--- src/rtl/contiguous_free_page_run_finder_unit_macros.svh ---
// Assertion helpers shared by the RTL. Each assertion is sampled on the
// rising edge of clk and is switched off while rst is high.
`ifndef CONTIGUOUS_FREE_PAGE_RUN_FINDER_UNIT_MACROS_SVH
`define CONTIGUOUS_FREE_PAGE_RUN_FINDER_UNIT_MACROS_SVH

// Same-cycle implication
`define CFPRF_ASSERT_IMP(label, ante, cons, msg) \
  label: assert property (@(posedge clk) disable iff (rst) (ante) |-> (cons)) \
    else $error(msg);

// Next-cycle implication
`define CFPRF_ASSERT_NXT(label, ante, cons, msg) \
  label: assert property (@(posedge clk) disable iff (rst) (ante) |=> (cons)) \
    else $error(msg);

`endif

--- src/rtl/cfprf_pkg.sv ---
package cfprf_pkg;

  localparam int PAGE_INDEX_BITS = 36;
  localparam int COUNT_BITS      = 37;
  localparam int FANOUT_SHIFT    = 9;

  // Saturated count value
  localparam logic [COUNT_BITS-1:0] COUNT_MAX = {COUNT_BITS{1'b1}};

  // Entry sizes / search granularities
  localparam logic [1:0] LVL_4K = 2'd0;
  localparam logic [1:0] LVL_2M = 2'd1;
  localparam logic [1:0] LVL_1G = 2'd2;

  // Descriptor state codes
  localparam logic [2:0] ST_FREE    = 3'd0;
  localparam logic [2:0] ST_KERNEL  = 3'd1;
  localparam logic [2:0] ST_PERSIST = 3'd4;
  localparam logic [2:0] ST_FULL    = 3'd5;
  localparam logic [2:0] ST_SPLIT   = 3'd6;

  typedef enum logic [2:0] {
    STS_FOUND       = 3'd0,
    STS_NOT_ENOUGH  = 3'd1,
    STS_MISSING_TOP = 3'd2,
    STS_MISSING_SUB = 3'd3,
    STS_ILLEGAL     = 3'd4,
    STS_4K_SUB      = 3'd5
  } status_t;

  typedef enum logic [1:0] {
    ACT_SKIP,
    ACT_FREE,
    ACT_BREAK,
    ACT_FATAL
  } act_t;

  // Classifier verdict for one descriptor
  typedef struct packed {
    act_t    act;
    status_t fatal;
  } cls_t;

  typedef struct packed {
    logic                       first_entry;
    logic [1:0]                 unit;
    logic [COUNT_BITS-1:0]      pages_wanted;
    logic [1:0]                 level;
    logic [PAGE_INDEX_BITS-1:0] page_index;
    logic [2:0]                 state_code;
    logic                       has_subtable;
    logic                       buddy_owned;
    logic                       entry_missing;
    logic                       children_missing;
    logic                       last_entry;
  } req_t;

  typedef struct packed {
    status_t                    status;
    logic [PAGE_INDEX_BITS-1:0] base_page;
  } rsp_t;

  // Level or unit code 3 behaves as 1GB
  function automatic logic [1:0] sat_level(input logic [1:0] code);
    return (code == 2'd3) ? LVL_1G : code;
  endfunction

  // Weight of a free entry: FANOUT^(level - unit), diff in 0..2
  function automatic logic [COUNT_BITS-1:0] weight_of(input logic [1:0] diff);
    logic [COUNT_BITS-1:0] w;
    w = '0;
    case (diff)
      2'd0:    w[0] = 1'b1;
      2'd1:    w[FANOUT_SHIFT] = 1'b1;
      default: w[2*FANOUT_SHIFT] = 1'b1;
    endcase
    return w;
  endfunction

  // Entry size in 4KB pages
  function automatic logic [PAGE_INDEX_BITS-1:0] size_of(input logic [1:0] lvl);
    logic [PAGE_INDEX_BITS-1:0] s;
    s = '0;
    case (lvl)
      LVL_4K:  s[0] = 1'b1;
      LVL_2M:  s[FANOUT_SHIFT] = 1'b1;
      default: s[2*FANOUT_SHIFT] = 1'b1;
    endcase
    return s;
  endfunction

endpackage

--- src/rtl/contiguous_free_page_run_finder_unit.sv ---
// Contiguous free page run finder. Page-map descriptors arrive on the
// request channel in address order, one per cycle while req_stall is low; a
// request with first_entry set opens a new search. Each descriptor waits in
// the input register, where the run count, address continuity and
// threshold are worked out, and a result (found, not enough or a fatal
// status) is written to the output register as the input register moves
// on. At most one result per search. The input register frees as soon
// as the output register can take its result, so req_stall follows
// rsp_stall in the same cycle only while a result waits to be taken.
`include "contiguous_free_page_run_finder_unit_macros.svh"

module contiguous_free_page_run_finder_unit (
  input  logic             clk,
  input  logic             rst,
  input  logic             req_valid,
  output logic             req_stall,
  input  cfprf_pkg::req_t  req_data,
  output logic             rsp_valid,
  input  logic             rsp_stall,
  output cfprf_pkg::rsp_t  rsp_data
);

  cfprf_pkg::req_t s1;
  logic            s1_valid;
  logic            adv;
  logic            res_valid;
  cfprf_pkg::rsp_t res;

  // Input register moves on when the output register has room
  assign adv       = s1_valid && (!rsp_valid || !rsp_stall);
  assign req_stall = s1_valid && !adv;

  always_ff @(posedge clk) begin
    if (rst) begin
      s1_valid <= 1'b0;
    end else if (!req_stall) begin
      s1_valid <= req_valid;
    end
  end

  always_ff @(posedge clk) begin
    if (!req_stall && req_valid) begin
      s1 <= req_data;
    end
  end

  cfprf_tracker u_tracker (
    .clk       (clk),
    .rst       (rst),
    .item      (s1),
    .adv       (adv),
    .res_valid (res_valid),
    .res       (res)
  );

  // Output register
  always_ff @(posedge clk) begin
    if (rst) begin
      rsp_valid <= 1'b0;
    end else if (adv && res_valid) begin
      rsp_valid <= 1'b1;
    end else if (!rsp_stall) begin
      rsp_valid <= 1'b0;
    end
  end

  always_ff @(posedge clk) begin
    if (adv && res_valid) begin
      rsp_data <= res;
    end
  end

  `CFPRF_ASSERT_IMP(a_no_stall_when_out_free, !rsp_valid, !req_stall, "request stalled with empty output")
  `CFPRF_ASSERT_NXT(a_result_lands, adv && res_valid, rsp_valid && (rsp_data == $past(res)), "result not registered")
  `CFPRF_ASSERT_NXT(a_request_taken, req_valid && !req_stall, s1_valid, "accepted request lost")
  `CFPRF_ASSERT_IMP(a_base_only_on_found, rsp_valid && (rsp_data.status != cfprf_pkg::STS_FOUND), rsp_data.base_page == '0, "base set without a found run")

endmodule

--- src/rtl/cfprf_classify.sv ---
// Decides what one descriptor does to the current run.
module cfprf_classify (
  input  logic [1:0]       unit,
  input  logic [1:0]       level,
  input  logic [2:0]       state_code,
  input  logic             has_subtable,
  input  logic             buddy_owned,
  input  logic             entry_missing,
  input  logic             children_missing,
  output cfprf_pkg::cls_t  cls
);

  logic used;

  assign used = (state_code >= cfprf_pkg::ST_KERNEL) &&
                (state_code <= cfprf_pkg::ST_PERSIST);

  always_comb begin
    cls.act   = cfprf_pkg::ACT_FATAL;
    cls.fatal = cfprf_pkg::STS_ILLEGAL;
    if (level < unit) begin
      // finer than the search unit
      cls.act = cfprf_pkg::ACT_SKIP;
    end else if (entry_missing) begin
      if (unit == cfprf_pkg::LVL_4K) begin
        cls.fatal = cfprf_pkg::STS_MISSING_TOP;
      end else begin
        cls.act = cfprf_pkg::ACT_SKIP;
      end
    end else if (level == cfprf_pkg::LVL_4K) begin
      if (has_subtable) begin
        cls.fatal = cfprf_pkg::STS_4K_SUB;
      end else if (state_code == cfprf_pkg::ST_FREE) begin
        cls.act = cfprf_pkg::ACT_FREE;
      end else if (used || buddy_owned) begin
        cls.act = cfprf_pkg::ACT_BREAK;
      end
    end else if (!has_subtable && !buddy_owned) begin
      // atomic coarse entry
      if (state_code == cfprf_pkg::ST_FREE) begin
        cls.act = cfprf_pkg::ACT_FREE;
      end else if (used) begin
        cls.act = cfprf_pkg::ACT_BREAK;
      end else if (unit == cfprf_pkg::LVL_2M && level == cfprf_pkg::LVL_2M &&
                   state_code == cfprf_pkg::ST_SPLIT) begin
        cls.act = cfprf_pkg::ACT_BREAK;
      end
    end else if (state_code == cfprf_pkg::ST_FULL || buddy_owned) begin
      cls.act = cfprf_pkg::ACT_BREAK;
    end else if (state_code == cfprf_pkg::ST_SPLIT) begin
      if (level == unit) begin
        cls.act = cfprf_pkg::ACT_BREAK;
      end else if (children_missing) begin
        cls.fatal = cfprf_pkg::STS_MISSING_SUB;
      end else begin
        // children follow in the stream
        cls.act = cfprf_pkg::ACT_SKIP;
      end
    end
  end

endmodule

--- src/rtl/cfprf_tracker.sv ---
// Run state and per-descriptor update. Works on the registered request and
// commits its new state on adv.
module cfprf_tracker (
  input  logic             clk,
  input  logic             rst,
  input  cfprf_pkg::req_t  item,
  input  logic             adv,
  output logic             res_valid,
  output cfprf_pkg::rsp_t  res
);

  localparam int PB = cfprf_pkg::PAGE_INDEX_BITS;
  localparam int CB = cfprf_pkg::COUNT_BITS;

  logic [CB-1:0] run_count, run_count_next;
  logic [PB-1:0] run_base, run_base_next;
  logic [PB-1:0] next_expected, next_expected_next;
  logic          search_done, search_done_next;
  logic [CB-1:0] wanted, wanted_next;
  logic [1:0]    search_unit, search_unit_next;

  logic [CB-1:0] eff_count;
  logic [PB-1:0] eff_base;
  logic [PB-1:0] eff_next;
  logic          eff_done;
  logic [1:0]    lvl;
  logic [CB-1:0] weight;
  logic [CB:0]   sum;
  logic [CB-1:0] new_count;
  logic [PB-1:0] step_idx;
  logic          restart;
  cfprf_pkg::cls_t cls;

  // A first entry starts from a clean run
  always_comb begin
    eff_count        = item.first_entry ? '0 : run_count;
    eff_base         = item.first_entry ? '0 : run_base;
    eff_next         = item.first_entry ? '0 : next_expected;
    eff_done         = item.first_entry ? 1'b0 : search_done;
    wanted_next      = item.first_entry ? item.pages_wanted : wanted;
    search_unit_next = item.first_entry ? cfprf_pkg::sat_level(item.unit) : search_unit;
    lvl              = cfprf_pkg::sat_level(item.level);
  end

  cfprf_classify u_classify (
    .unit             (search_unit_next),
    .level            (lvl),
    .state_code       (item.state_code),
    .has_subtable     (item.has_subtable),
    .buddy_owned      (item.buddy_owned),
    .entry_missing    (item.entry_missing),
    .children_missing (item.children_missing),
    .cls              (cls)
  );

  // Run length arithmetic
  always_comb begin
    weight    = cfprf_pkg::weight_of(lvl - search_unit_next);
    sum       = {1'b0, eff_count} + {1'b0, weight};
    restart   = (eff_count == '0) || (item.page_index != eff_next);
    step_idx  = item.page_index + cfprf_pkg::size_of(lvl);
    if (restart) begin
      new_count = weight;
    end else if (sum[CB]) begin
      new_count = cfprf_pkg::COUNT_MAX;
    end else begin
      new_count = sum[CB-1:0];
    end
  end

  // Next state and result
  always_comb begin
    run_count_next     = eff_count;
    run_base_next      = eff_base;
    next_expected_next = eff_next;
    search_done_next   = eff_done;
    res_valid          = 1'b0;
    res.status         = cfprf_pkg::STS_FOUND;
    res.base_page      = '0;
    if (!eff_done) begin
      case (cls.act)
        cfprf_pkg::ACT_FATAL: begin
          search_done_next = 1'b1;
          res_valid        = 1'b1;
          res.status       = cls.fatal;
        end
        cfprf_pkg::ACT_FREE: begin
          run_count_next     = new_count;
          run_base_next      = restart ? item.page_index : eff_base;
          next_expected_next = step_idx;
          if (new_count >= wanted_next) begin
            search_done_next = 1'b1;
            res_valid        = 1'b1;
            res.base_page    = restart ? item.page_index : eff_base;
          end
        end
        cfprf_pkg::ACT_BREAK: begin
          run_count_next     = '0;
          next_expected_next = step_idx;
        end
        default: begin
        end
      endcase
      // segment ends without a match
      if (!res_valid && item.last_entry) begin
        search_done_next = 1'b1;
        res_valid        = 1'b1;
        res.status       = cfprf_pkg::STS_NOT_ENOUGH;
      end
    end
  end

  always_ff @(posedge clk) begin
    if (rst) begin
      run_count     <= '0;
      run_base      <= '0;
      next_expected <= '0;
      search_done   <= 1'b1;
      wanted        <= '0;
      search_unit   <= cfprf_pkg::LVL_4K;
    end else if (adv) begin
      run_count     <= run_count_next;
      run_base      <= run_base_next;
      next_expected <= next_expected_next;
      search_done   <= search_done_next;
      wanted        <= wanted_next;
      search_unit   <= search_unit_next;
    end
  end

endmodule

--- config.mk ---
export PLATFORM = sky130hd
export DESIGN_NAME = contiguous_free_page_run_finder_unit
export DESIGN_NICKNAME = d
export VERILOG_FILES = /design/src/rtl/cfprf_pkg.sv /design/src/rtl/contiguous_free_page_run_finder_unit.sv /design/src/rtl/cfprf_classify.sv /design/src/rtl/cfprf_tracker.sv
export VERILOG_INCLUDE_DIRS = /design/src /design/src/rtl
export SDC_FILE = /design/constraint.sdc
export NUM_CORES = 1
export LEC_CHECK = 0
export ABC_CLOCK_PERIOD_IN_PS = 26300
export BUFFER_PORTS_ARGS = -buffer_cell sky130_fd_sc_hd__buf_2
export CORE_MARGIN = 4
export CORE_UTILIZATION = 45
export CTS_BUF_LIST = sky130_fd_sc_hd__clkbuf_8
export DETAILED_ROUTE_END_ITERATION = 6
export PLACE_DENSITY = 0.68
export SLEW_MARGIN = 15
export SYNTH_ARGS = -nofsm -noshare
export SYNTH_HDL_FRONTEND = slang
export SYNTH_HIERARCHICAL = 1
export SYNTH_SLANG_ARGS = --single-unit
--- constraint.sdc ---
create_clock -name clk -period 26.3 [get_ports clk]
set_clock_uncertainty 0.1 [all_clocks]
set_input_delay 7.89 -clock clk [delete_from_list [all_inputs] [get_ports clk]]
set_output_delay 7.89 -clock clk [all_outputs]
set_load 0.1 [all_outputs]
[After elaboration in Yosys (flattened, before gate mapping)]
Cells that the tools add are included.
Storage, ports and cells
  flip-flop bits (word level): 276
  input bits: 90
  output and inout port bits: 41
  word-level logic and storage cells: 133
Operators by class
  add/sub/neg operators: 3
  magnitude comparators: 4
  eq/ne operators: 13
  multiplexer cells: 56
  bitwise gates (word level): 3
  reduce and logical (&&, ||, !) cells: 31
Operator list (count)
  36-bit two-way mux: 7
  37-bit two-way mux: 5
  37-bit case mux with 2 select lines: 1
  37-bit by 19-bit adder with 38-bit output: 1
  37-bit greater-or-equal comparator: 1
  37-bit logical NOT: 1
  36-bit by 19-bit adder with 36-bit output: 1
  36-bit inequality test: 1
  2-bit two-way mux: 12
  1-bit two-way mux: 21
  3-bit two-way mux: 6
  5-bit two-way mux: 3
  1-bit logical AND: 9
  2-bit by 1-bit == test with 1-bit output (second input constant): 4
  2-bit == test (second input constant): 4
  1-bit logical NOT: 7
  3-bit == test (second input constant): 2
  2-bit logical NOT: 3
  2-bit OR reduction: 3
  3-bit OR reduction: 2
  1-bit logical OR: 4
  4-bit OR reduction: 1
  3-bit by 1-bit greater-or-equal comparator with 1-bit output (second input constant): 1
  3-bit <= comparator (second input constant): 1
  other kinds (7): 9

[Logic depth before layout (Yosys ltp)]
  depth in word-level cells: 22
  gate-level depth with buffers: 33
  mapped depth without buffers: 27

[By module]
The synthesis kept the hierarchy.
Modules (own cells, without submodules)
  cfprf_tracker: instances 1, cells each 1180, area an instance 9776.9 µm², sequential area each 2982.9 µm²
  contiguous_free_page_run_finder_unit: instances 1, cells each 137, area an instance 3847.4 µm², sequential area each 3793.6 µm²
  cfprf_classify: instances 1, cells each 34, area an instance 210.2 µm², sequential area each 0.0 µm²

[Least setup slack after synthesis]
Ideal clock, no wire load.
  kind: input to output
  start: in rsp_stall
  end: out req_stall
  arrival time: 8633 ps
  required time: 18310 ps
  path slack: 9677 ps
  stages: 2
  buffers on the path: 0
  path through: nand3_2 > inv_1
Between the ends
  word-level cells in the longest chain between the ends: 5
RTL lines
  start: declaration: RTL line contiguous_free_page_run_finder_unit.sv:19  | input logic rsp_stall,
  1-bit logical NOT
  1-bit logical OR: RTL line contiguous_free_page_run_finder_unit.sv:30  | assign adv = s1_valid && (!rsp_valid || !rsp_stall);
  1-bit logical AND: RTL line contiguous_free_page_run_finder_unit.sv:30
  1-bit logical NOT: RTL line contiguous_free_page_run_finder_unit.sv:31  | assign req_stall = s1_valid && !adv;
  1-bit logical AND: RTL line contiguous_free_page_run_finder_unit.sv:31
  end: declaration: RTL line contiguous_free_page_run_finder_unit.sv:16  | output logic req_stall,
No other way between the ends.

[Final worst setup path]
Same ends and word-level chain as after synthesis.

==> flow_metrics.env <==
export IMPL_status="finished clean"
export IMPL_hold_class="flop to flop"
export IMPL_path_cells="buf_2 -> nand3_2 -> inv_1 -> buf_2"
export IMPL_async_flop_share_pct=0
export IMPL_hold_violations=0
export IMPL_cts_tree="built"
export IMPL_syn_inst=1351
export IMPL_power_leakage_nw=5.836
export IMPL_reg2reg_slack_ns=18.19
export IMPL_criticalPathCategory="primary input to primary output"
export IMPL_cts_path_max_buffers=3
export IMPL_yosys_cell_types_count=72
export IMPL_n_antenna_cell=0
export IMPL_grt_antenna_before_repair=0
export IMPL_synthDominantCellAreaShare_pct=27.13
export IMPL_fin_setup_tns_ns=0
export IMPL_rsz0062_at_grt="false"
export IMPL_cap_violations=0
export IMPL_clock_fmax_mhz=59.99
export IMPL_worstHoldEndpoint="u_tracker/run_base[13]$_SDFFE_PP0P_"
export IMPL_grtUsageTotal_pct=19.47
export IMPL_drive_gt1_share_pct=16.54
export IMPL_cts_clk_slew_worst_paths_ns=0.05
export IMPL_cp_end_kind="primary output"
export IMPL_drc=0
export IMPL_place_hpwl_mm=22.54
export IMPL_cts_buffers=49
export IMPL_drtIter0Drc=839
export IMPL_fin_nets=1586
export IMPL_overflow=0
export IMPL_postCtsSetupBuffers=0
export IMPL_slew_headroom_pct=20.30
export IMPL_utilization_pct=52.54
export IMPL_yosysTopAreaCell="edfxtp_1"
export IMPL_tightestPinTransition_ns=1.187
export IMPL_cp_depth=4
export IMPL_htree_levels=2
export IMPL_via_per_inst=5.838
export IMPL_die_y_um=183.3
export IMPL_syn_avg_cell_area_um2=10.24
export IMPL_slowest_stage="buf_2"
export IMPL_num_rows=63
export IMPL_hold_ws_ns=0.3784
export IMPL_r2r_start="s1[85]$_DFFE_PP_"
export IMPL_ys_seq_elements=276
export IMPL_clock_latency_ns=0.58
export IMPL_critPathRequiredTime_ns=18.31
export IMPL_routed_via_count=10960
export IMPL_min_delay_start="u_tracker/run_base[13]$_SDFFE_PP0P_"
export IMPL_r2r_end="rsp_data[8]$_DFFE_PP_"
export IMPL_crit_path_frequent_cell="buf_2"
export IMPL_syn_cell_area_um2=13830
export IMPL_dieArea_um2=33610
export IMPL_cts_root_buf="clkbuf_8"
export IMPL_slowest_delay_ns=0.44
export IMPL_start_util_pct=46.19
export IMPL_path_max_fanout=3
export IMPL_io_pins=131
export IMPL_synth_warning_count=6
export IMPL_peakVddDrop_v=0.00004992
export IMPL_portBuffers=130
export IMPL_final_setup_viol_count=0
export IMPL_ys_flop_type="dfxtp_1"
export IMPL_postCtsResizedCells=0
export IMPL_fin_cells=1877
export IMPL_syn_num_nets=1491
export IMPL_yosysSeqAreaShare_pct=48.98
export IMPL_period_share_pct=63.38
export IMPL_dp_cells=1785
export IMPL_grt_max_degree=87
export IMPL_worst_r2r_cell_count=27
export IMPL_dr_pass1_iters=6
export IMPL_path_buf_inv=3
export IMPL_synth_edf_count=125
export IMPL_wirelength_mm=33.94
export IMPL_area_delta_synth_final_pct=13.76
export IMPL_synth_area_top_cells="edfxtp_1 (27%), dfxtp_1 (22%), a22o_1 (6.5%)"
export IMPL_die_x_um=183.3
export IMPL_cp_data_arrival_time_ns=8.68
export IMPL_power_uw=989.8
export IMPL_n_fill_cell=2691
export IMPL_power_density_nw_per_um2=62.90
export IMPL_crit_family="buffers and inverters"
export IMPL_wl_per_cell_um=18.08
export IMPL_grt_pass1_wl_mm=54.01
export IMPL_final_min_clock_period_ns=16.67
export IMPL_cts_sinks=276
export IMPL_worstHoldPathCells=1
export IMPL_ant_nets=0
export IMPL_slew_viol_final=0
export IMPL_cp_start_kind="primary input"
export IMPL_grt_pass1_vias=10360
export IMPL_coreArea_um2=29950
export IMPL_routabilityCongestion=0.9078
export IMPL_hold_buffers=0
==> cells in the final DEF (no fill, tap or decap), types with 15 or more instances in the layout <==
| master | n |
|---|---|
| dfxtp_1 | 151 |
| nor2_1 | 143 |
| buf_2 | 130 |
| edfxtp_1 | 125 |
| a22o_1 | 102 |
| nand2_1 | 80 |
| xnor2_1 | 59 |
| clkbuf_8 | 55 |
| ha_1 | 50 |
| a21oi_1 | 46 |
| o21ai_0 | 43 |
| a211oi_1 | 43 |
| mux2i_1 | 41 |
| inv_1 | 39 |
| nand4_1 | 36 |
| xor2_1 | 24 |
| nand3_1 | 22 |
| a22oi_1 | 21 |
| buf_4 | 19 |
| nor3_1 | 17 |
| nor4_1 | 17 |
| nor2b_1 | 15 |
==> Yosys cell counts, types with 41 or more instances <==
| cell type | count |
|---|---|
| clkbuf_1 | 83 |
| edfxtp_1 | 125 |
| nand2_1 | 80 |
| xnor2_1 | 59 |
| a21oi_1 | 47 |
| a22o_1 | 102 |
| ha_1 | 50 |
| nor2_1 | 145 |
| o21ai_0 | 43 |
| a211oi_1 | 43 |
| dfxtp_1 | 151 |
| mux2i_1 | 41 |
==> worst reg2reg max path, cell delays in order (launching register included) <==
cell and delay (ns):
edfxtp_1 0.32, buf_4 0.62, inv_1 0.18, nand2_1 0.12, nand2_1 0.12, ha_1 0.21, xor2_1 0.15, xnor2_1 0.49
nor2_1 0.19, ha_1 0.38, and2_1 0.18, and2_1 0.19, a211oi_2 0.72, or4_1 0.24, buf_4 0.32, nand2_1 0.10
mux2_2 0.30, ha_1 0.18, a21o_1 0.17, a21o_1 0.17, a221oi_1 0.32, o21ai_0 0.21, a311oi_1 0.95, nand2b_1 0.25
a21oi_1 0.11, nand2_1 0.16, a21oi_4 0.04, buf_4 0.29
==> layer usage <==
metal / global-route usage [%] / part of all wire [%] / up-vias
met4: 7.390 / 3.1 / 0
met3: 3.927 / 7.1 / 87
met2: 29.63 / 44 / 387
met5: 0 / 0 / -
li1: - / - / 5272
met1: 27.54 / 46 / 5212
==> flip-flops by register name, indices dropped and copies added (netlist names) <==
signal / count
rsp_data: 39
rsp_valid: 1
s1: 86
s1_valid: 1
u_tracker/next_expected: 36
u_tracker/run_base: 36
u_tracker/run_count: 37
u_tracker/search_done: 1
u_tracker/search_unit: 2
u_tracker/wanted: 37
==> layout make-up <==
class                   count  area (um^2)  area share, %
flip-flops and latches    276         6777          43.06
multi-input cells         943         6558          41.67
repair buffers            149        793.3          5.041
clock buffers              55        757.0          4.810
well taps                 390        488.0          3.101
clock inverters            37        264.0          1.678
inverters                  27        101.3         0.6440
==> power breakdown <==
group          internal [mW]  switching, mW  total (mW)
sequential             0.468         0.0161       0.484
clock                  0.232          0.177       0.408
combinational         0.0330         0.0647      0.0977
==> metrics by stage <==
| stage | instance area (um^2) | setup slack (ns) |
|---|---|---|
| 6_report | 15740 | 9.630 |
| 2_1_floorplan | 13830 | 9.677 |
| 3_5_place_dp | 14720 | 9.631 |
| 5_1_grt | 15740 | 9.605 |
| 3_3_place_gp | 14720 | 9.630 |
| 4_1_cts | 15740 | 9.630 |
==> how the worst max path moves through the flow <==
| stage | start | endpoint | slack, ns |
|---|---|---|---|
| final | rsp_stall | req_stall | 9.63 |
| after global routing | rsp_stall | req_stall | 9.61 |
| after CTS | rsp_stall | req_stall | 9.63 |
| after detailed placement | rsp_stall | req_stall | 9.63 |
| after global placement | rsp_stall | req_stall | 9.63 |
| after floorplan | rsp_stall | req_stall | 9.68 |
==> logic make-up (layout without fill, tap and decap cells) <==
kind of cell    after synthesis  count (layout)  share of synthesized area (%)
compound gates              341             341                          18.13
buf+inv                     132             268                          3.925
flops                       276             276                          48.98
fa+ha+maj                    50              50                          4.522
mux                          47              47                          3.455
simple gates                422             422                          15.73
xor+xnor                     83              83                          5.255
(Power assumes the default switching activity.)
